File: src/qloe_pkg.sv
`default_nettype none

package qloe_pkg;

  // deepest level the hardware supports; leaf_index width fixes the upper bound
  localparam int unsigned MaxDepth = 3;
  localparam int unsigned LvlW     = $clog2(MaxDepth + 1);
  localparam int unsigned RowW     = (MaxDepth > 0) ? MaxDepth : 1;
  localparam int unsigned KW       = 2 * RowW;
  localparam int unsigned Cells    = 1 << RowW;
  localparam int unsigned CoordW   = 16 + 2 * MaxDepth + 2;
  localparam int unsigned IdxW     = 7;
  localparam int unsigned CfgIdxW  = 8;
  localparam int unsigned CfgDataW = 16;

  typedef logic signed [CoordW-1:0] coord_t;
  typedef logic [LvlW-1:0]          lvl_t;

  typedef enum logic [CfgIdxW-1:0] {
    REG_WORLD_X    = 8'd0,
    REG_WORLD_Y    = 8'd1,
    REG_WORLD_SIDE = 8'd2,
    REG_TREE_DEPTH = 8'd3
  } cfg_reg_e;

  // first leaf index at a level: (4^l - 1) / 3
  function automatic logic [IdxW-1:0] leaf_base(lvl_t l);
    logic [IdxW-1:0] b;
    b = '0;
    for (int unsigned i = 0; i < MaxDepth; i++) begin
      if (i < l) begin
        b = IdxW'({b, 2'b00}) + IdxW'(1);
      end
    end
    return b;
  endfunction

endpackage

`default_nettype wire

File: src/qloe_if.sv
`default_nettype none

interface qloe_rect_if;
  logic               valid;
  logic               ready;
  logic signed [15:0] rect_x;
  logic signed [15:0] rect_y;
  logic        [15:0] rect_w;
  logic        [15:0] rect_h;

  modport source (output valid, rect_x, rect_y, rect_w, rect_h, input ready);
  modport sink   (input valid, rect_x, rect_y, rect_w, rect_h, output ready);
endinterface

interface qloe_res_if;
  logic                       valid;
  logic                       ready;
  logic [qloe_pkg::IdxW-1:0]  leaf_index;
  logic                       hit;
  logic                       last;

  modport source (output valid, leaf_index, hit, last, input ready);
  modport sink   (input valid, leaf_index, hit, last, output ready);
endinterface

interface qloe_cfg_if;
  logic                          valid;
  logic                          ready;
  logic [qloe_pkg::CfgIdxW-1:0]  index;
  logic [qloe_pkg::CfgDataW-1:0] data;

  modport source (output valid, index, data, input ready);
  modport sink   (input valid, index, data, output ready);
endinterface

`default_nettype wire

File: src/qloe_span_cmp.sv
`default_nettype none

// strict overlap of [a0, a1) with the cell span [edge, edge + side)
module qloe_span_cmp (
  input  qloe_pkg::coord_t a0_i,
  input  qloe_pkg::coord_t a1_i,
  input  qloe_pkg::coord_t edge_i,
  input  qloe_pkg::coord_t side_i,
  output logic             hit_o
);

  qloe_pkg::coord_t edge_end;
  qloe_pkg::coord_t lo;
  qloe_pkg::coord_t hi;

  assign edge_end = edge_i + side_i;
  assign lo       = (a0_i > edge_i) ? a0_i : edge_i;
  assign hi       = (a1_i < edge_end) ? a1_i : edge_end;
  assign hit_o    = lo < hi;

endmodule

`default_nettype wire

File: src/quadtree_leaf_overlap_emitter_unit.sv
`default_nettype none

// Reports every leaf of a complete square quadtree that a rectangle strictly overlaps, as
// tree-array indices in Z order, with last on the final one; a rectangle touching no leaf
// gives a single result with hit 0. Coordinates are scaled by 2^L, so the math is exact.
// After a rectangle is accepted, rect ready stays low until its final result is registered,
// so result-channel stalls keep it low longer. One span comparator builds a column mask and
// then a row mask, one cell per cycle, and then the leaf scan visits one leaf per cycle
// while the result register is free. Configuration writes are always taken and are meant
// for idle periods only.
module quadtree_leaf_overlap_emitter_unit (
  input  logic        clk_i,
  input  logic        rst_ni,
  qloe_cfg_if.sink    cfg_i,
  qloe_rect_if.sink   rect_i,
  qloe_res_if.source  res_o
);

  localparam logic [2:0] S_IDLE  = 3'd0;
  localparam logic [2:0] S_XM    = 3'd1;
  localparam logic [2:0] S_YM    = 3'd2;
  localparam logic [2:0] S_SCAN  = 3'd3;
  localparam logic [2:0] S_FLUSH = 3'd4;

  function automatic qloe_pkg::coord_t scale_s(logic signed [15:0] v, qloe_pkg::lvl_t l);
    return qloe_pkg::coord_t'(v) <<< l;
  endfunction

  function automatic qloe_pkg::coord_t scale_u(logic [15:0] v, qloe_pkg::lvl_t l);
    return qloe_pkg::coord_t'(v) <<< l;
  endfunction

  // configuration registers
  logic signed [15:0] world_x_q, world_y_q;
  logic [15:0]        world_side_q;
  logic [1:0]         tree_depth_q;

  logic [2:0]                      state_q, state_d;
  qloe_pkg::coord_t                rx0_q, rx0_d, rx1_q, rx1_d;
  qloe_pkg::coord_t                ry0_q, ry0_d, ry1_q, ry1_d;
  qloe_pkg::coord_t                edge_q, edge_d;
  logic [qloe_pkg::RowW-1:0]       cnt_q, cnt_d;
  logic [qloe_pkg::Cells-1:0]      xmask_q, xmask_d, ymask_q, ymask_d;
  logic [qloe_pkg::KW-1:0]         k_q, k_d;
  logic                            pend_valid_q, pend_valid_d;
  logic [qloe_pkg::IdxW-1:0]       pend_idx_q, pend_idx_d;
  logic                            res_valid_q, res_valid_d;
  logic [qloe_pkg::IdxW-1:0]       res_idx_q, res_idx_d;
  logic                            res_hit_q, res_hit_d;
  logic                            res_last_q, res_last_d;

  qloe_pkg::lvl_t              lvl;
  logic [qloe_pkg::RowW-1:0]   row_last;
  logic [qloe_pkg::KW-1:0]     k_last;
  logic [qloe_pkg::RowW-1:0]   col, row;
  logic [qloe_pkg::IdxW-1:0]   leaf_idx;
  logic                        leaf_hit;
  logic                        span_hit;
  logic                        out_free;
  logic                        rect_xfer;
  qloe_pkg::coord_t            side;
  qloe_pkg::coord_t            span_a0, span_a1;

  assign lvl = (32'(tree_depth_q) > qloe_pkg::MaxDepth) ? qloe_pkg::lvl_t'(qloe_pkg::MaxDepth)
                                                         : qloe_pkg::lvl_t'(tree_depth_q);
  assign row_last = ~({qloe_pkg::RowW{1'b1}} << lvl);
  assign k_last   = ~({qloe_pkg::KW{1'b1}} << {lvl, 1'b0});
  assign side     = qloe_pkg::coord_t'(world_side_q);

  // z order: even bits of k give the column, odd bits the row
  always_comb begin
    for (int unsigned b = 0; b < qloe_pkg::RowW; b++) begin
      col[b] = k_q[2*b];
      row[b] = k_q[2*b+1];
    end
  end

  assign leaf_hit = xmask_q[col] & ymask_q[row];
  assign leaf_idx = qloe_pkg::leaf_base(lvl)
                  + qloe_pkg::IdxW'(qloe_pkg::KW'(row) << lvl)
                  + qloe_pkg::IdxW'(col);

  assign span_a0 = (state_q == S_XM) ? rx0_q : ry0_q;
  assign span_a1 = (state_q == S_XM) ? rx1_q : ry1_q;

  qloe_span_cmp u_span (
    .a0_i   (span_a0),
    .a1_i   (span_a1),
    .edge_i (edge_q),
    .side_i (side),
    .hit_o  (span_hit)
  );

  assign rect_i.ready = (state_q == S_IDLE);
  assign rect_xfer    = rect_i.valid & rect_i.ready;
  assign out_free     = ~res_valid_q | res_o.ready;

  assign cfg_i.ready      = 1'b1;
  assign res_o.valid      = res_valid_q;
  assign res_o.leaf_index = res_idx_q;
  assign res_o.hit        = res_hit_q;
  assign res_o.last       = res_last_q;

  always_comb begin
    state_d      = state_q;
    rx0_d        = rx0_q;
    rx1_d        = rx1_q;
    ry0_d        = ry0_q;
    ry1_d        = ry1_q;
    edge_d       = edge_q;
    cnt_d        = cnt_q;
    xmask_d      = xmask_q;
    ymask_d      = ymask_q;
    k_d          = k_q;
    pend_valid_d = pend_valid_q;
    pend_idx_d   = pend_idx_q;
    res_valid_d  = res_valid_q & ~res_o.ready;
    res_idx_d    = res_idx_q;
    res_hit_d    = res_hit_q;
    res_last_d   = res_last_q;

    unique case (state_q)
      S_IDLE: begin
        if (rect_xfer) begin
          rx0_d        = scale_s(rect_i.rect_x, lvl);
          rx1_d        = scale_s(rect_i.rect_x, lvl) + scale_u(rect_i.rect_w, lvl);
          ry0_d        = scale_s(rect_i.rect_y, lvl);
          ry1_d        = scale_s(rect_i.rect_y, lvl) + scale_u(rect_i.rect_h, lvl);
          edge_d       = scale_s(world_x_q, lvl);
          cnt_d        = '0;
          pend_valid_d = 1'b0;
          state_d      = S_XM;
        end
      end
      S_XM: begin
        xmask_d[cnt_q] = span_hit;
        edge_d         = edge_q + side;
        cnt_d          = cnt_q + 1'b1;
        if (cnt_q == row_last) begin
          cnt_d   = '0;
          edge_d  = scale_s(world_y_q, lvl);
          state_d = S_YM;
        end
      end
      S_YM: begin
        ymask_d[cnt_q] = span_hit;
        edge_d         = edge_q + side;
        cnt_d          = cnt_q + 1'b1;
        if (cnt_q == row_last) begin
          cnt_d   = '0;
          k_d     = '0;
          state_d = S_SCAN;
        end
      end
      S_SCAN: begin
        if (out_free) begin
          // a hit is held back one step so that last can be set on the final one
          if (leaf_hit) begin
            if (pend_valid_q) begin
              res_valid_d = 1'b1;
              res_idx_d   = pend_idx_q;
              res_hit_d   = 1'b1;
              res_last_d  = 1'b0;
            end
            pend_valid_d = 1'b1;
            pend_idx_d   = leaf_idx;
          end
          if (k_q == k_last) begin
            state_d = S_FLUSH;
          end else begin
            k_d = k_q + 1'b1;
          end
        end
      end
      S_FLUSH: begin
        if (out_free) begin
          res_valid_d  = 1'b1;
          res_idx_d    = pend_valid_q ? pend_idx_q : '0;
          res_hit_d    = pend_valid_q;
          res_last_d   = 1'b1;
          pend_valid_d = 1'b0;
          state_d      = S_IDLE;
        end
      end
      default: begin
        state_d = S_IDLE;
      end
    endcase
  end

  always_ff @(posedge clk_i or negedge rst_ni) begin
    if (!rst_ni) begin
      world_x_q    <= '0;
      world_y_q    <= '0;
      world_side_q <= 16'd1024;
      tree_depth_q <= 2'd3;
    end else if (cfg_i.valid && cfg_i.ready) begin
      unique case (cfg_i.index)
        qloe_pkg::REG_WORLD_X:    world_x_q    <= cfg_i.data;
        qloe_pkg::REG_WORLD_Y:    world_y_q    <= cfg_i.data;
        qloe_pkg::REG_WORLD_SIDE: world_side_q <= cfg_i.data;
        qloe_pkg::REG_TREE_DEPTH: tree_depth_q <= cfg_i.data[1:0];
        default: ;
      endcase
    end
  end

  always_ff @(posedge clk_i or negedge rst_ni) begin
    if (!rst_ni) begin
      state_q      <= S_IDLE;
      cnt_q        <= '0;
      k_q          <= '0;
      pend_valid_q <= 1'b0;
      res_valid_q  <= 1'b0;
    end else begin
      state_q      <= state_d;
      cnt_q        <= cnt_d;
      k_q          <= k_d;
      pend_valid_q <= pend_valid_d;
      res_valid_q  <= res_valid_d;
    end
  end

  always_ff @(posedge clk_i) begin
    rx0_q      <= rx0_d;
    rx1_q      <= rx1_d;
    ry0_q      <= ry0_d;
    ry1_q      <= ry1_d;
    edge_q     <= edge_d;
    xmask_q    <= xmask_d;
    ymask_q    <= ymask_d;
    pend_idx_q <= pend_idx_d;
    res_idx_q  <= res_idx_d;
    res_hit_q  <= res_hit_d;
    res_last_q <= res_last_d;
  end

  // a miss result is always the single, final one with index zero
  assert property (@(posedge clk_i) disable iff (!rst_ni)
    (res_valid_q && !res_hit_q) |-> (res_last_q && res_idx_q == '0))
    else $error("miss result without last or with nonzero index");

  // hits always name a leaf of the current level
  assert property (@(posedge clk_i) disable iff (!rst_ni)
    (res_valid_q && res_hit_q) |->
      (res_idx_q >= qloe_pkg::leaf_base(lvl) &&
       32'(res_idx_q) < 32'(qloe_pkg::leaf_base(lvl)) + (1 << (2 * lvl))))
    else $error("hit index outside the leaf level");

  // mask counter stays within one row of cells
  assert property (@(posedge clk_i) disable iff (!rst_ni)
    (state_q == S_XM || state_q == S_YM) |-> (cnt_q <= row_last))
    else $error("cell counter past the last column");

  // no held-back hit survives the end of a rectangle
  assert property (@(posedge clk_i) disable iff (!rst_ni)
    (state_q == S_IDLE) |-> !pend_valid_q)
    else $error("pending hit left over while idle");

  // an accepted rectangle always starts with the column mask pass
  assert property (@(posedge clk_i) disable iff (!rst_ni)
    rect_xfer |=> (state_q == S_XM && cnt_q == '0))
    else $error("rectangle transfer did not start the mask pass");

endmodule

`default_nettype wire

File: src/flat_wrapper.sv
// flat-port wrapper written by rule: the top's interface ports become plain ports
module quadtree_leaf_overlap_emitter_unit_flat 
  (clk_i, rst_ni, cfg_i_valid, cfg_i_index, cfg_i_data, cfg_i_ready, rect_i_valid, rect_i_rect_x, rect_i_rect_y, rect_i_rect_w, rect_i_rect_h, rect_i_ready, res_o_valid, res_o_leaf_index, res_o_hit, res_o_last, res_o_ready);
  qloe_cfg_if cfg_i_i ();
  qloe_rect_if rect_i_i ();
  qloe_res_if res_o_i ();
  input  logic clk_i;
  input  logic rst_ni;
  input wire logic [$bits(cfg_i_i.valid)-1:0] cfg_i_valid;
  input wire logic [$bits(cfg_i_i.index)-1:0] cfg_i_index;
  input wire logic [$bits(cfg_i_i.data)-1:0] cfg_i_data;
  output wire logic [$bits(cfg_i_i.ready)-1:0] cfg_i_ready;
  input wire logic [$bits(rect_i_i.valid)-1:0] rect_i_valid;
  input wire logic [$bits(rect_i_i.rect_x)-1:0] rect_i_rect_x;
  input wire logic [$bits(rect_i_i.rect_y)-1:0] rect_i_rect_y;
  input wire logic [$bits(rect_i_i.rect_w)-1:0] rect_i_rect_w;
  input wire logic [$bits(rect_i_i.rect_h)-1:0] rect_i_rect_h;
  output wire logic [$bits(rect_i_i.ready)-1:0] rect_i_ready;
  output wire logic [$bits(res_o_i.valid)-1:0] res_o_valid;
  output wire logic [$bits(res_o_i.leaf_index)-1:0] res_o_leaf_index;
  output wire logic [$bits(res_o_i.hit)-1:0] res_o_hit;
  output wire logic [$bits(res_o_i.last)-1:0] res_o_last;
  input wire logic [$bits(res_o_i.ready)-1:0] res_o_ready;
  assign cfg_i_i.valid = cfg_i_valid;
  assign cfg_i_i.index = cfg_i_index;
  assign cfg_i_i.data = cfg_i_data;
  assign cfg_i_ready = cfg_i_i.ready;
  assign rect_i_i.valid = rect_i_valid;
  assign rect_i_i.rect_x = rect_i_rect_x;
  assign rect_i_i.rect_y = rect_i_rect_y;
  assign rect_i_i.rect_w = rect_i_rect_w;
  assign rect_i_i.rect_h = rect_i_rect_h;
  assign rect_i_ready = rect_i_i.ready;
  assign res_o_valid = res_o_i.valid;
  assign res_o_leaf_index = res_o_i.leaf_index;
  assign res_o_hit = res_o_i.hit;
  assign res_o_last = res_o_i.last;
  assign res_o_i.ready = res_o_ready;
  quadtree_leaf_overlap_emitter_unit u_core (.clk_i(clk_i), .rst_ni(rst_ni), .cfg_i(cfg_i_i), .rect_i(rect_i_i), .res_o(res_o_i));
endmodule
File: config.mk
export PLATFORM = sky130hd
export DESIGN_NAME = quadtree_leaf_overlap_emitter_unit_flat
export DESIGN_NICKNAME = d
export VERILOG_FILES = /design/src/qloe_pkg.sv /design/src/qloe_if.sv /design/src/qloe_span_cmp.sv /design/src/quadtree_leaf_overlap_emitter_unit.sv /design/src/flat_wrapper.sv
export SDC_FILE = /design/constraint.sdc
export NUM_CORES = 1
export LEC_CHECK = 0
export ABC_AREA = 0
export BUFFER_PORTS_ARGS = -buffer_cell sky130_fd_sc_hd__buf_4
export CAP_MARGIN = 10
export CORE_MARGIN = 5
export CORE_UTILIZATION = 48
export DETAILED_ROUTE_END_ITERATION = 8
export HOLD_SLACK_MARGIN = 0.1
export PLACE_DENSITY_LB_ADDON = 0.15
export SLEW_MARGIN = 40
export SYNTH_ARGS = -nofsm -noshare
export SYNTH_HDL_FRONTEND = slang
export SYNTH_SLANG_ARGS = --single-unit
File: constraint.sdc
create_clock -name clk_i -period 11.25 [get_ports clk_i]
set_clock_uncertainty 0.15 [all_clocks]
set_input_delay 0.5625 -clock clk_i [delete_from_list [all_inputs] [get_ports clk_i]]
set_output_delay 0.5625 -clock clk_i [all_outputs]
set_load 0.02 [all_outputs]
After elaboration in Yosys (flattened, before gate mapping)
Index checks and enable logic that the tools add are counted.
{"block": "classes", "eq_ne": 18, "shift": 9, "muxes": 58, "n_bitwise": 8, "n_reduce_logical": 21, "n_addsub": 9, "magnitude_cmp": 10}
{"operator": "$mux W24", "n": 6}
{"operator": "$sshl A16 B2 Y24", "n": 4}
{"operator": "$pmux W24 S3", "n": 1}
{"operator": "$mux W7", "n": 7}
{"operator": "$add A24 B24 Y24", "n": 2}
{"operator": "$lt A24 B24 Y1", "n": 2}
{"operator": "$sshl A17 B2 Y24", "n": 2}
{"operator": "$add A24 B17 Y24", "n": 1}
{"operator": "$gt A24 B24 Y1", "n": 1}
{"operator": "$mux W3", "n": 8}
{"operator": "$mux W1", "n": 20}
{"operator": "$mux W6", "n": 3}
{"operator": "$bwmux W8", "n": 2}
{"operator": "$eq A8 B2 Y1 const B", "n": 2}
{"operator": "$pmux W3 S5", "n": 1}
{"operator": "$pmux W7 S2", "n": 1}
{"operator": "$reduce_and A2 Y1", "n": 7}
{"operator": "$lt A3 B4 Y1 const B", "n": 3}
{"operator": "$ne A2 B1 Y1 const B", "n": 6}
{"operator": "$pmux W6 S2", "n": 1}
{"operator": "$reduce_and A5 Y1", "n": 2}
{"operator": "$eq A8 B1 Y1 const B", "n": 1}
{"operator": "$logic_not A8 Y1", "n": 1}
{"operator": "$add A7 B1 Y7 const B", "n": 1}
{"operator": "35 further kinds", "n": 48}
{"block": "totals", "output_inout_bits": 12, "register_bits": 216, "input_bits": 93, "elab_cells": 153}

Longest topological paths before layout
Gate-level depths: netlist of run 1.
{"block": "depth", "ltp_word": 8, "depth_mapped": 29, "ltp_nobuf": 28}

By module
A second synthesis of run 1 with hierarchy kept.
{"block": "hier_totals", "hier_cells": 1674, "hier_area_um2": 16753.6}
{"module": "quadtree_leaf_overlap_emitter_unit", "cells_each": 1200, "instances": 1, "seq_area_each_um2": 5869.4, "area_each_um2": 13454.2}
{"module": "qloe_span_cmp", "cells_each": 474, "instances": 1, "seq_area_each_um2": 0.0, "area_each_um2": 3299.4}

Least setup slack after synthesis of run 1
OpenSTA, ideal clock, no wires.
{"block": "synth_timing", "kind": "register to register", "from": "reg u_core.edge_q[0]", "to": "reg u_core.xmask_q[0] (netlist name) (data pin)", "path_buffers": 1, "required_ps": 10759, "setup_time_ps": 341, "synth_period_minus_slack_ps": 6852, "path_stages_with_launch": 26, "t_arrival_ps": 6361, "setup_slack_ps": 4398, "path_cell_list": "edfxtp_1 -> ha_1 -> fa_1 -> a211oi_1 -> o21ai_1 -> a2111oi_0 -> o311a_1 -> nor2_1 -> xnor2_1 -> inv_1 -> ha_1 -> a21o_1 -> or3_1 -> a211oi_1 -> nor3_1 -> a21oi_2 -> o21ai_2 -> buf_6 -> mux2i_1 -> ha_1 -> or4b_2 -> a221oi_1 -> o221ai_1 -> nand2_1 -> nand2_1 -> o31ai_1"}
{"block": "synth_between", "elab_chain_len": 5, "elab_cells_between_ends": 7, "classes_between": "add/sub (1); order compare (3); mux (3)"}
{"item": "start: declaration", "line": "quadtree_leaf_overlap_emitter_unit.sv:41", "source": "qloe_pkg::coord_t edge_q, edge_d;"}
{"item": "start signal: assignment", "line": "quadtree_leaf_overlap_emitter_unit.sv:229", "source": "edge_q <= edge_d;"}
{"item": "$add A24 B17 Y24", "line": "qloe_span_cmp.sv:16", "source": "assign edge_end = edge_i + side_i;"}
{"item": "$lt A24 B24 Y1", "line": "qloe_span_cmp.sv:18", "source": "assign hi = (a1_i < edge_end) ? a1_i : edge_end;"}
{"item": "$mux W24", "line": "qloe_span_cmp.sv:18"}
{"item": "$lt A24 B24 Y1 (*)", "line": "qloe_span_cmp.sv:19", "source": "assign hit_o = lo < hi;"}
{"item": "via u_core.span_hit", "line": "quadtree_leaf_overlap_emitter_unit.sv:58", "source": "logic span_hit;"}
{"item": "$bwmux W8 (*)", "line": "quadtree_leaf_overlap_emitter_unit.sv:136", "source": "xmask_d[cnt_q] = span_hit;"}
{"item": "end signal: assignment", "line": "quadtree_leaf_overlap_emitter_unit.sv:230", "source": "xmask_q <= xmask_d;"}
{"item": "end: declaration", "line": "quadtree_leaf_overlap_emitter_unit.sv:43", "source": "logic [qloe_pkg::Cells-1:0] xmask_q, xmask_d, ymask_q, ymask_d;"}
Mark *: on every way through the listed nets, which the timed path passes. The rest lies on a longest branch.
A chain may end at the register's enable or synchronous reset.

Worst setup path in the final report of run 1
{"block": "layout_timing", "from": "reg u_core.edge_q[0]", "to": "reg u_core.xmask_q[1] (netlist name) (data pin)"}
Same word-level chain as after synthesis.

==> results of run 1 <==
## cell usage in the layout, fill, tap and decap left out, drive strengths merged, types with 5 or more instances in the layout
| master | synthesis | final |
|---|---|---|
| a211oi | 13 | 13 |
| a21o | 30 | 30 |
| a21oi | 76 | 76 |
| a221o | 6 | 6 |
| a31oi | 7 | 7 |
| and2 | 11 | 11 |
| and3 | 5 | 5 |
| buf | 24 | 119 |
| clkbuf | 41 | 32 |
| clkinv | 2 | 6 |
| dfrtp | 61 | 61 |
| edfxtp | 142 | 142 |
| fa | 6 | 6 |
| ha | 133 | 133 |
| inv | 80 | 86 |
| mux2 | 63 | 63 |
| mux2i | 70 | 70 |
| mux4 | 61 | 61 |
| nand2 | 219 | 219 |
| nand2b | 9 | 9 |
| nand3 | 23 | 23 |
| nand4 | 17 | 17 |
| nor2 | 98 | 98 |
| nor2b | 22 | 22 |
| nor3 | 33 | 33 |
| nor4 | 5 | 5 |
| o211ai | 19 | 19 |
| o21a | 21 | 21 |
| o21ai | 92 | 92 |
| o221ai | 11 | 11 |
| o22ai | 5 | 5 |
| or2 | 9 | 9 |
| or3 | 5 | 5 |
| xnor2 | 40 | 40 |
| xor2 | 18 | 18 |
## report_power, final
group / switching [mW] / internal [mW]
logic: 1.39 / 0.880
registers: 0.112 / 1.08
clock network: 0.340 / 0.535
total: 1.85 / 2.50
## area by class of cell
| cell class | instances | area, um^2 |
|---|---|---|
| tap | 442 | 553 |
| clock buffer | 31 | 732 |
| clock inverter | 15 | 170 |
| inverter | 82 | 308 |
| multi-input combinational | 1186 | 9330 |
| sequential | 206 | 5880 |
| fill | 2862 | 14600 |
| timing repair buffer | 121 | 927 |
## synthesized netlist by cell type, drive strengths merged (41+ instances only)
cell type  instances  area, um^2
nand2            219         822
ha               133        1660
a21oi             76         384
clkbuf            41         155
nor2              98         368
mux4              61        1370
dfrtp             61        1530
edfxtp           142        4260
o21ai             92         464
mux2i             70         701
mux2              63         709
inv               80         300
## logic make-up (layout without fill, tap and decap cells)
logic type / after synthesis / in the layout
AO/OA/AOI/OAI: 325 / 325
multiplexers: 194 / 194
XOR/XNOR: 58 / 58
AND/OR/NAND/NOR: 469 / 469
flip-flops: 206 / 206
adder cells (fa/ha/maj): 139 / 139
buffers and inverters: 147 / 249
other: 1 / 1
## what timing repair did
item	4_1_cts	5_1_grt
setup buffers	0	0
hold buffers	1	0
endpoints found under the hold margin	61	0
gates resized for setup	0	0
## metrics by stage
stage / hold WS [ps] / worst slack [ps] / std cells / power (mW) / utilization
2_1_floorplan: 117 / 4400 / 1539 / 2.79 / -
3_3_place_gp: 345 / 4020 / 2034 / 3.40 / 0.522
3_5_place_dp: 377 / 3910 / 2035 / 3.46 / 0.523
4_1_cts: 103 / 3870 / 2082 / 4.36 / 0.551
5_1_grt: 116 / 3240 / 2083 / 4.69 / 0.551
6_report: 130 / 3760 / 2083 / 4.34 / 0.551
## layer usage
metal	wire, um	global-route usage
met4	973	0.0528
met2	20600	0.388
met1	18400	0.306
met3	1690	0.0241
met5	0	0
## flip-flops by register name, summed over array words and instances, names as in the netlist, 7 cells and up
signal	cells
u_core.rx0_q	19
u_core.ry0_q	19
u_core.world_side_q	16
u_core.res_o.leaf_index	7
u_core.xmask_q	8
u_core.edge_q	24
u_core.ymask_q	8
u_core.world_y_q	16
u_core.rx1_q	24
u_core.pend_idx_q	7
u_core.ry1_q	24
u_core.world_x_q	16
## final timing paths
| check | start | end | cells after the start |
|---|---|---|---|
| worst max register to register | u_core.edge_q[0] | u_core.xmask_q[1] | 26 |
| worst min register to register | u_core.world_side_q[0] | u_core.world_side_q[0] | 1 |
| worst max-delay path | u_core.edge_q[0] | u_core.xmask_q[1] | 26 |
| min in group asynchronous | rst_ni | u_core.res_o.valid | 2 |
| max in group asynchronous | rst_ni | u_core.world_side_q[11] | 2 |
| worst min-delay path | cfg_i_data[13] | u_core.world_y_q[13] | 2 |
## worst register-to-register path: cells and delay by family (launching register included)
family	cells	cell delay (ps)
AO/OA/AOI/OAI	11	3110
adder cells (fa/ha/maj)	4	1320
AND/OR/NAND/NOR	6	1280
buffers and inverters	3	710
flip-flops	1	420
XOR/XNOR	1	180
multiplexers	1	150
==> reports/qor.log, run 1 <==
INFO  floorplanning  design.core.area=32500um^2
INFO  yosys          combinational_family_with_the_most_area_after_synthesis=multiplexers
INFO  yosys          ys_ff_latch=206
INFO  yosys          synth_sequential_area_ratio=0.373
INFO  pwr            power.ir.vdd_worst=0.216mV
INFO  floorplanning  die_y=191um
INFO  yosys          synth_compound_area_frac=0.134
INFO  yosys          post_synth_xor_area_fraction=0.0323
INFO  floorplanning  ioPinCount=105
INFO  global_route   grt_start_max_net_pins=75
INFO  setup_path     crit_slowest_cell=sky130_fd_sc_hd__a2111oi_0
INFO  clock_network  clkLatencyLatePin=530ps
INFO  routing        detail_route.iter0.violations=866
INFO  placement      placement.io_buffers=103
INFO  clock_network  cts_max_path_buffers=3
INFO  timing         rsz_0062_raised_after_global_routing=false
INFO  global_route   grt_antenna_before_repair=0
INFO  setup_path     crit_family=compound AO/OA/AOI/OAI gates
INFO  cells_and_area final_design_area_no_fill=17900um^2
INFO  timing         tightestPinTransition=924ps
INFO  yosys          synthSimpleGateAreaFrac=0.134
INFO  setup_path     crit_path_end_kind=flip-flop
INFO  floorplanning  core.rowCount=66
INFO  routing        drt_wl_total=41.7mm
INFO  clock_network  tritoncts=done
INFO  timing         relSlewSlack=0.381
INFO  global_route   grt_usage=0.225
INFO  setup_path     worst_setup_start_kind=flip-flop
INFO  floorplanning  start_util=0.485
INFO  cells_and_area areaGrowthSynthToFinish=13.6%
INFO  cells_and_area nets=1854
INFO  setup_path     timing.critical_path.fanout_max=18
INFO  routing        drt_first_pass_iters=5
INFO  yosys          post_synthesis_area_per_instance=10.2um^2
INFO  placement      gpl.final_weighted_congestion=0.931
INFO  routing        ant_nets=0
INFO  clock_network  cts.sink_count=206
INFO  yosys          synthMuxAreaShare=0.177
INFO  routing        drt_drc_violations_left=0
INFO  floorplanning  fp.dieW=191um
INFO  cells_and_area num_antenna_cells=0
INFO  routing        routedWlPerCell=20.0um
INFO  clock_network  path_clk_slew=60ps
INFO  clock_network  total_cts_buffers=25
INFO  yosys          post_synth_arst_share=0.311
INFO  min_path       worst_hold_path_type=primary input to flip-flop
INFO  global_route   global_route.overflow_total=0
INFO  yosys          synth_ff_type=sky130_fd_sc_hd__edfxtp_1
INFO  yosys          synth_fa_ha_area_frac=0.113
INFO  timing         timing.fmax=0.134GHz
INFO  flow_run       max_cap_viol_count=0
INFO  timing         timing.final.hold_violations=0
INFO  pwr            leakagePower=7.49nW
INFO  routing        route.vias.total=12200
INFO  setup_path     critPathBufInv=3
INFO  placement      post_dp_cell_area=17000um^2
INFO  setup_path     critical_setup_path_kind=flip-flop to flip-flop
INFO  setup_path     reg2reg_setup_slack=3760ps
INFO  clock_network  clock_root_buffer=sky130_fd_sc_hd__clkbuf_16
INFO  yosys          synthCells=1539
INFO  timing         maxSlewViolCount=0
INFO  timing         finalWorstPathRequiredPeriod=7490ps
INFO  global_route   first_global_vias=11900
INFO  timing         final-setup-viol-count=0
INFO  setup_path     cp_data_required_time=11470ps
INFO  cells_and_area final_layout_size_suffix_gt1_frac=0.189
INFO  setup_path     crit_arrival=7700ps
INFO  pwr            power_per_cell_area=243nW/um^2
INFO  routing        drt-vias-per-instance=5.87
INFO  clock_network  htreeDepth=1
INFO  placement      hpwlAfterDp=32.0mm
INFO  timing         final.setup.tns=0ps
INFO  yosys          synth_area=15700um^2
INFO  yosys          netlist-cell-type-count=79
INFO  global_route   grt_first_pass_wirelength=65.7mm
INFO  yosys          mappedNetlistNets=1771
INFO  setup_path     critical-path-max-stage-delay=690ps
INFO  yosys          yosys_warnings=0
INFO  floorplanning  die_area=36500um^2
INFO  timing         period_share=0.666
INFO  yosys          number_of_enable_type_register_cells_in_the_synthesized_netlist=142
INFO  outcome        run_status=complete, no violations
(Power assumes the default switching activity.)
==> inputs of run 2 (changes only) <==
Clock period 11.25 ns to 7.4 ns, I/O delays scaled along.
==> reports/qor.log, run 2 (synthesis gave the netlist of run 1 again) <==
INFO  outcome        run_status=complete, no violations
INFO  global_route   grt_usage=0.229 [+0.00399]
INFO  placement      hpwlAfterDp=32.2mm [+0.56%]
INFO  routing        wl_met2=20.7mm [+0.29%]
INFO  timing         final-setup-viol-count=0 [unchanged]
INFO  floorplanning  start_util=0.485 [unchanged]
INFO  global_route   global_route.overflow_total=0 [unchanged]
INFO  cells_and_area nets=1885 [+1.7%]
INFO  timing         period_share=0.938 [+0.272]
INFO  clock_network  path_clk_slew=60ps [about the same]
INFO  floorplanning  die_y=191um [unchanged]
INFO  timing         final.setup.tns=0ps [unchanged]
INFO  min_path       worstHoldPathCells=3 [+1]
INFO  routing        drt-vias-per-instance=5.82 [-0.80%]
INFO  clock_network  total_cts_buffers=24 [-4.0%]
INFO  routing        met1Wirelength=18.5mm [+0.59%]
INFO  clock_network  tritoncts=done
INFO  setup_path     worst_setup_start_kind=flip-flop
INFO  cells_and_area layout_commonest_cell=sky130_fd_sc_hd__nand2_1
INFO  cells_and_area final_design_area_no_fill=18100um^2 [+1.4%]
INFO  floorplanning  die_area=36500um^2 [unchanged]
INFO  placement      dp.cells=2040 [+0.25%]
INFO  routing        drt_wl_total=42.1mm [+1.1%]
INFO  timing         timing.fmax=0.144GHz [+7.9%]
INFO  min_path       min_delay_worst_endpoint=u_core.rx1_q[0]
INFO  routing        drt_first_pass_iters=7 [+2]
INFO  timing         relSlewSlack=0.355 [-0.0262]
INFO  floorplanning  design.core.area=32500um^2 [unchanged]
INFO  cells_and_area areaGrowthSynthToFinish=15.2%
INFO  cells_and_area biggestRegsByFlops=u_core.edge_q: 24 flops, u_core.rx1_q: 24 flops, u_core.ry1_q: 24 flops
INFO  pwr            power.ir.vdd_worst=0.347mV [+60%]
INFO  pwr            power_per_cell_area=363nW/um^2 [+50%]
INFO  min_path       worst_hold_path_type=primary input to flip-flop
INFO  routing        dr.max_layer_used=met4
INFO  global_route   grt_start_max_net_pins=76 [+1.3%]
INFO  clock_network  cts.sink_count=206 [unchanged]
INFO  setup_path     crit_arrival=7160ps [-540 ps]
INFO  placement      placement.io_buffers=103 [unchanged]
INFO  flow_run       max_cap_viol_count=0 [unchanged]
INFO  setup_path     timing.rr.end=u_core.xmask_q[1]
INFO  setup_path     cp_data_required_time=7620ps [-3850 ps]
INFO  routing        detail_route.iter0.violations=897 [+3.6%]
INFO  global_route   grt_antenna_before_repair=0 [unchanged]
INFO  placement      post_dp_cell_area=17000um^2 [+0.30%]
INFO  timing         timing.hold.ws=119ps [-10.9 ps]
INFO  clock_network  htreeDepth=1 [unchanged]
INFO  routing        ant_nets=0 [unchanged]
INFO  cells_and_area instances_no_fill=2112 [+1.4%]
INFO  setup_path     critical_setup_path_kind=flip-flop to flip-flop
INFO  timing         timing.final.hold_violations=0 [unchanged]
INFO  setup_path     crit_path_end_kind=flip-flop
INFO  floorplanning  fp.dieW=191um [unchanged]
INFO  cells_and_area final_core_utilization=0.559 [+0.00783]
INFO  global_route   grt_first_pass_wirelength=66.5mm [+1.2%]
INFO  placement      gpl.final_weighted_congestion=0.902 [-3.1%]
INFO  setup_path     timing.critical_path.fanout_max=16 [-2]
INFO  clock_network  clock_root_buffer=sky130_fd_sc_hd__clkbuf_16
INFO  setup_path     reg2reg_depth=25 [-3.8%]
INFO  timing         maxSlewViolCount=0 [unchanged]
INFO  timing         tightestPinTransition=964ps [+39.1 ps]
INFO  cells_and_area num_antenna_cells=0 [unchanged]
INFO  cells_and_area final_layout_size_suffix_gt1_frac=0.184 [-0.00448]
INFO  routing        drt_drc_violations_left=0 [unchanged]
INFO  clock_network  cts_max_path_buffers=3 [unchanged]
INFO  min_path       startpoint_of_the_lowest_slack_hold_path=rect_i_rect_w[0]
INFO  setup_path     worst_r2r_src=u_core.edge_q[0]
INFO  routing        route.vias.total=12300 [+0.58%]
INFO  timing         finalWorstPathRequiredPeriod=6940ps [-547 ps]
INFO  clock_network  clkLatencyLatePin=530ps [about the same]
INFO  cells_and_area mostFrequentLayoutCells=218 x sky130_fd_sc_hd__nand2_1, 142 x sky130_fd_sc_hd__edfxtp_1, 133 x sky130_fd_sc_hd__ha_1, 121 x sky130_fd_sc_hd__buf_4, 98 x sky130_fd_sc_hd__nor2_1
INFO  floorplanning  core.rowCount=66 [unchanged]
INFO  floorplanning  ioPinCount=105 [unchanged]
INFO  routing        routed-wl-met3=1.64mm [-2.7%]
INFO  routing        routedWlPerCell=20.0um [-0.29%]
INFO  global_route   first_global_vias=12100 [+2.3%]
INFO  setup_path     reg2reg_setup_slack=460ps [-3300 ps]
INFO  pwr            leakagePower=7.59nW [+1.4%]
[run 2: critical path: stages, from the launching register on]
cell and delay (ps):
sky130_fd_sc_hd__edfxtp_1 420, sky130_fd_sc_hd__ha_1 250, sky130_fd_sc_hd__fa_1 430, sky130_fd_sc_hd__a211oi_1 300
sky130_fd_sc_hd__o21ai_1 220, sky130_fd_sc_hd__a2111oi_2 480, sky130_fd_sc_hd__o311a_1 340, sky130_fd_sc_hd__buf_4 160
sky130_fd_sc_hd__xnor2_1 120, sky130_fd_sc_hd__ha_1 240, sky130_fd_sc_hd__a21o_1 170, sky130_fd_sc_hd__a21o_1 190
sky130_fd_sc_hd__or3_1 380, sky130_fd_sc_hd__a211oi_1 270, sky130_fd_sc_hd__o21ai_0 180, sky130_fd_sc_hd__nand2_1 160
sky130_fd_sc_hd__o21ai_4 100, sky130_fd_sc_hd__mux2i_1 140, sky130_fd_sc_hd__ha_1 380, sky130_fd_sc_hd__or4b_2 630
sky130_fd_sc_hd__a221oi_1 230, sky130_fd_sc_hd__o221ai_1 150, sky130_fd_sc_hd__nand2_1 150, sky130_fd_sc_hd__nand2_1 60
sky130_fd_sc_hd__o31ai_1 200, sky130_fd_sc_hd__buf_4 260
[run 2: layer usage]
layer | vias up | GRT usage
li1 | 5974 | -
met1 | 5982 | 0.313
met2 | 262 | 0.386
met3 | 81 | 0.0268
met4 | 0 | 0.0669
met5 | - | 0
[run 2: cell type report]
cell class | instances | area, um^2
Tap cell | 442 | 553
Fill cell | 2887 | 14300
Inverter | 82 | 308
Sequential cell | 206 | 5880
Clock inverter | 6 | 88.8
Timing Repair Buffer | 153 | 1250
Clock buffer | 37 | 732
Multi-Input combinational cell | 1186 | 9340
[run 2: worst max-delay path by stage]
stage                           startpoint                 to  slack (ps)  depth (start not counted)
after CTS                 u_core.edge_q[0]  u_core.xmask_q[3]         260                         27
final                     u_core.edge_q[0]  u_core.xmask_q[1]         460                         25
after floorplan           u_core.edge_q[0]  u_core.xmask_q[0]         550                         25
after detailed placement  u_core.edge_q[0]  u_core.xmask_q[6]         340                         27
after global routing      u_core.edge_q[0]  u_core.ymask_q[3]         -10                         25
after global placement    u_core.edge_q[0]  u_core.xmask_q[2]         390                         27
[run 2: where the power goes]
part	switching (mW)	internal (mW)	total (mW)
sequential	0.163	1.64	1.81
combinational	2.18	1.37	3.55
clock	0.479	0.749	1.23
total	2.82	3.76	6.58
[run 2: repair_timing]
item	in CTS	in global routing
resized for setup	0	5
hold buffers	27	0
buffers inserted	0	1
endpoints found under the setup margin	0	16
endpoints found under the hold margin	123	0
[run 2: metrics by stage]
stage / total power, mW / worst slack [ps]
after floorplan: 4.24 / 548
after CTS: 6.56 / 257
final: 6.58 / 460
after detailed placement: 5.29 / 340
after global placement: 5.21 / 393
after global routing: 7.09 / -13.9
==> inputs of run 3 (changes only) <==
Settings changed: CORE_ASPECT_RATIO set to 1.5, CTS_BUF_LIST set to sky130_fd_sc_hd__clkbuf_4 sky130_fd_sc_hd__clkbuf_8.
Clock period 7.4 ns to 6.1 ns, I/O delays scaled along.
==> reports/qor.log, run 3 (synthesis gave the netlist of run 1 again) <==
INFO  outcome        run_status=complete, but fails checks
INFO  outcome        violations=negative setup slack
INFO  timing         final.setup.tns=-5390ps [-5390 ps]
INFO  routing        ant_nets=0 [unchanged]
INFO  timing         timing.fmax=0.155GHz [+7.7%]
INFO  routing        routedWlPerCell=19.6um [-1.7%]
INFO  routing        drt_wl_total=44.6mm [+5.8%]
INFO  global_route   grt_start_max_net_pins=74 [-2.6%]
INFO  cells_and_area nets=2064 [+9.5%]
INFO  placement      post_dp_cell_area=17800um^2 [+4.9%]
INFO  cells_and_area areaGrowthSynthToFinish=25.6%
INFO  pwr            p_int=5.49mW [+46%]
INFO  pwr            leakagePower=8.46nW [+11%]
INFO  routing        drt_first_pass_iters=5 [-2]
INFO  floorplanning  ioPinCount=105 [unchanged]
INFO  clock_network  tritoncts=done
INFO  global_route   grt_antenna_before_repair=1 [+1]
INFO  global_route   grt_first_pass_wirelength=70.8mm [+6.4%]
INFO  timing         period_share=1.06 [+0.118]
INFO  setup_path     crit_path_end_kind=flip-flop
INFO  setup_path     crit_slowest_cell=sky130_fd_sc_hd__edfxtp_1
INFO  pwr            power.switching=3.90mW [+38%]
INFO  floorplanning  fp.dieW=158um [-17%]
INFO  cells_and_area final_layout_size_suffix_gt1_frac=0.264 [+0.0793]
INFO  routing        drt-vias-per-instance=5.80 [-0.43%]
INFO  setup_path     reg2reg_depth=31 [+24%]
INFO  placement      dp.cells=2118 [+3.8%]
INFO  clock_network  clock_root_buffer=sky130_fd_sc_hd__clkbuf_8
INFO  cells_and_area biggestRegsByFlops=u_core.edge_q: 24 flops, u_core.rx1_q: 24 flops, u_core.ry1_q: 24 flops
INFO  clock_network  htreeDepth=2 [+1]
INFO  timing         rsz_0062_raised_after_global_routing=true
INFO  placement      gpl.final_weighted_congestion=0.925 [+2.5%]
INFO  pwr            pwr-share-comb=0.629 [+0.090]
INFO  timing         relSlewSlack=0.455 [+0.0994]
INFO  timing         maxSlewViolCount=0 [unchanged]
INFO  clock_network  cts_max_path_buffers=3 [unchanged]
INFO  setup_path     crit_family=compound AO/OA/AOI/OAI gates
INFO  timing         finalWorstPathRequiredPeriod=6440ps [-497 ps]
INFO  floorplanning  die_y=232um [+21%]
INFO  setup_path     critical_path_depth=31 [+24%]
INFO  routing        detail_route.iter0.violations=691 [-23%]
INFO  timing         worst_case_setup_margin_in_the_final_layout=-343ps [-803 ps]
INFO  timing         final-setup-viol-count=16 [+16]
INFO  setup_path     reg2reg_setup_slack=-340ps [-800 ps]
INFO  timing         tightestPinTransition=813ps [-151 ps]
INFO  routing        route.vias.total=13200 [+7.2%]
INFO  pwr            power_per_cell_area=475nW/um^2 [+31%]
INFO  clock_network  total_cts_buffers=36 [+50%]
INFO  pwr            netSwitchingFraction=0.415 [-0.0135]
INFO  flow_run       max_cap_viol_count=0 [unchanged]
INFO  clock_network  path_clk_slew=60ps [about the same]
INFO  cells_and_area layout_commonest_cell=sky130_fd_sc_hd__buf_4
INFO  floorplanning  core.rowCount=81 [+23%]
INFO  routing        drt_drc_violations_left=0 [unchanged]
INFO  cells_and_area mostFrequentLayoutCells=235 x sky130_fd_sc_hd__buf_4, 215 x sky130_fd_sc_hd__nand2_1, 142 x sky130_fd_sc_hd__edfxtp_1, 129 x sky130_fd_sc_hd__ha_1, 96 x sky130_fd_sc_hd__nor2_1
INFO  global_route   global_route.overflow_total=0 [unchanged]
INFO  pwr            power.ir.vdd_worst=0.396mV [+14%]
INFO  setup_path     critical-path-top-cell-by-count=sky130_fd_sc_hd__buf_12
INFO  setup_path     timing.critical_path.fanout_max=8 [-8]
INFO  floorplanning  die_area=36600um^2 [+0.20%]
INFO  global_route   grt_usage=0.244 [+0.0151]
INFO  setup_path     worst_setup_start_kind=flip-flop
INFO  pwr            clock_power_share=0.138 [-0.049]
INFO  setup_path     crit_arrival=6590ps [-570 ps]
INFO  floorplanning  design.core.area=32500um^2 [+0.24%]
INFO  placement      placement.io_buffers=103 [unchanged]
INFO  timing         timing.final.hold_violations=0 [unchanged]
INFO  cells_and_area instances_no_fill=2274 [+7.7%]
INFO  clock_network  clkLatencyLatePin=540ps [about the same]
INFO  cells_and_area final_design_area_no_fill=19800um^2 [+8.9%]
INFO  setup_path     critPathBufInv=7 [+5]
INFO  pwr            power_frac_seq=0.232 [-0.043]
INFO  pwr            total_power=9.39mW [+43%]
INFO  setup_path     critical-path-max-stage-delay=430ps [-200 ps]
INFO  min_path       worst_hold_path_type=primary input to asynchronous set/reset pin
INFO  clock_network  cts.sink_count=206 [unchanged]
INFO  global_route   first_global_vias=13800 [+14%]
INFO  timing         timing.hold.ws=168ps [+48.7 ps]
INFO  floorplanning  start_util=0.484 [-0.00118]
INFO  setup_path     cp_data_required_time=6250ps [-1370 ps]
INFO  placement      hpwlAfterDp=34.3mm [+6.4%]
INFO  setup_path     critical_setup_path_kind=flip-flop to flip-flop
## run 3: changes by cell type in the layout (fill, tap and decap cells not counted), sizes merged
cell         change
bufbuf           +1
dlygate4sd3     +45
buf            +122
bufinv           -1
clkinvlp         +2
clkinv           +9
clkbuf          +10
diode            +1
## run 3: worst paths after layout
path	from	to
setup / recovery	u_core.edge_q[0]	u_core.xmask_q[1]
hold / removal	rst_ni	u_core.world_y_q[3]
setup reg to reg	u_core.edge_q[0]	u_core.xmask_q[1]
hold reg to reg	u_core.world_side_q[5]	u_core.world_side_q[5]
max in group asynchronous	rst_ni	u_core.cnt_q[0]
min in group clk_i	rect_i_valid	u_core.pend_valid_q
## run 3: per-stage QoR
stage                     utilization  worst slack [ps]
after detailed placement        0.549              -463
final                           0.608              -343
after global placement          0.548              -421
after CTS                       0.601              -143
after floorplan                     -              2.65
after global routing            0.608              -601
## run 3: cell type report
class	instances	area (um^2)
antenna	1	2.50
clock buffer	48	617
clock inverter	16	109
fill	2684	12800
inverter	82	308
multi-input combinational	1186	9600
sequential	206	5880
tap	415	519
timing repair buffer	320	2740
## run 3: timing repair
action / CTS / global route
hold endpoints to repair: 153 / 0
setup buffers: 7 / 9
gates resized for setup: 29 / 18
endpoints found under the setup margin: 16 / 16
hold buffers: 72 / 0
cloned: 2 / 0
pin swaps: 4 / 27
## run 3: routing by layer
metal  vias up  global-route usage  part of all wire
li1       6308                   -                 -
met2       332               0.457              0.54
met4         0               0.101             0.033
met3        92              0.0308             0.036
met5         -                   0                 0
met1      6454               0.273              0.39
## run 3: power groups by stage
stage	clock (mW)	combinational (mW)	sequential (mW)
6_report	1.30	5.91	2.18
3_3_place_gp	0	4.89	2.21
4_1_cts	1.32	5.67	2.19
3_5_place_dp	0	4.99	2.21
2_1_floorplan	0	3.09	2.13
5_1_grt	1.39	6.42	2.21
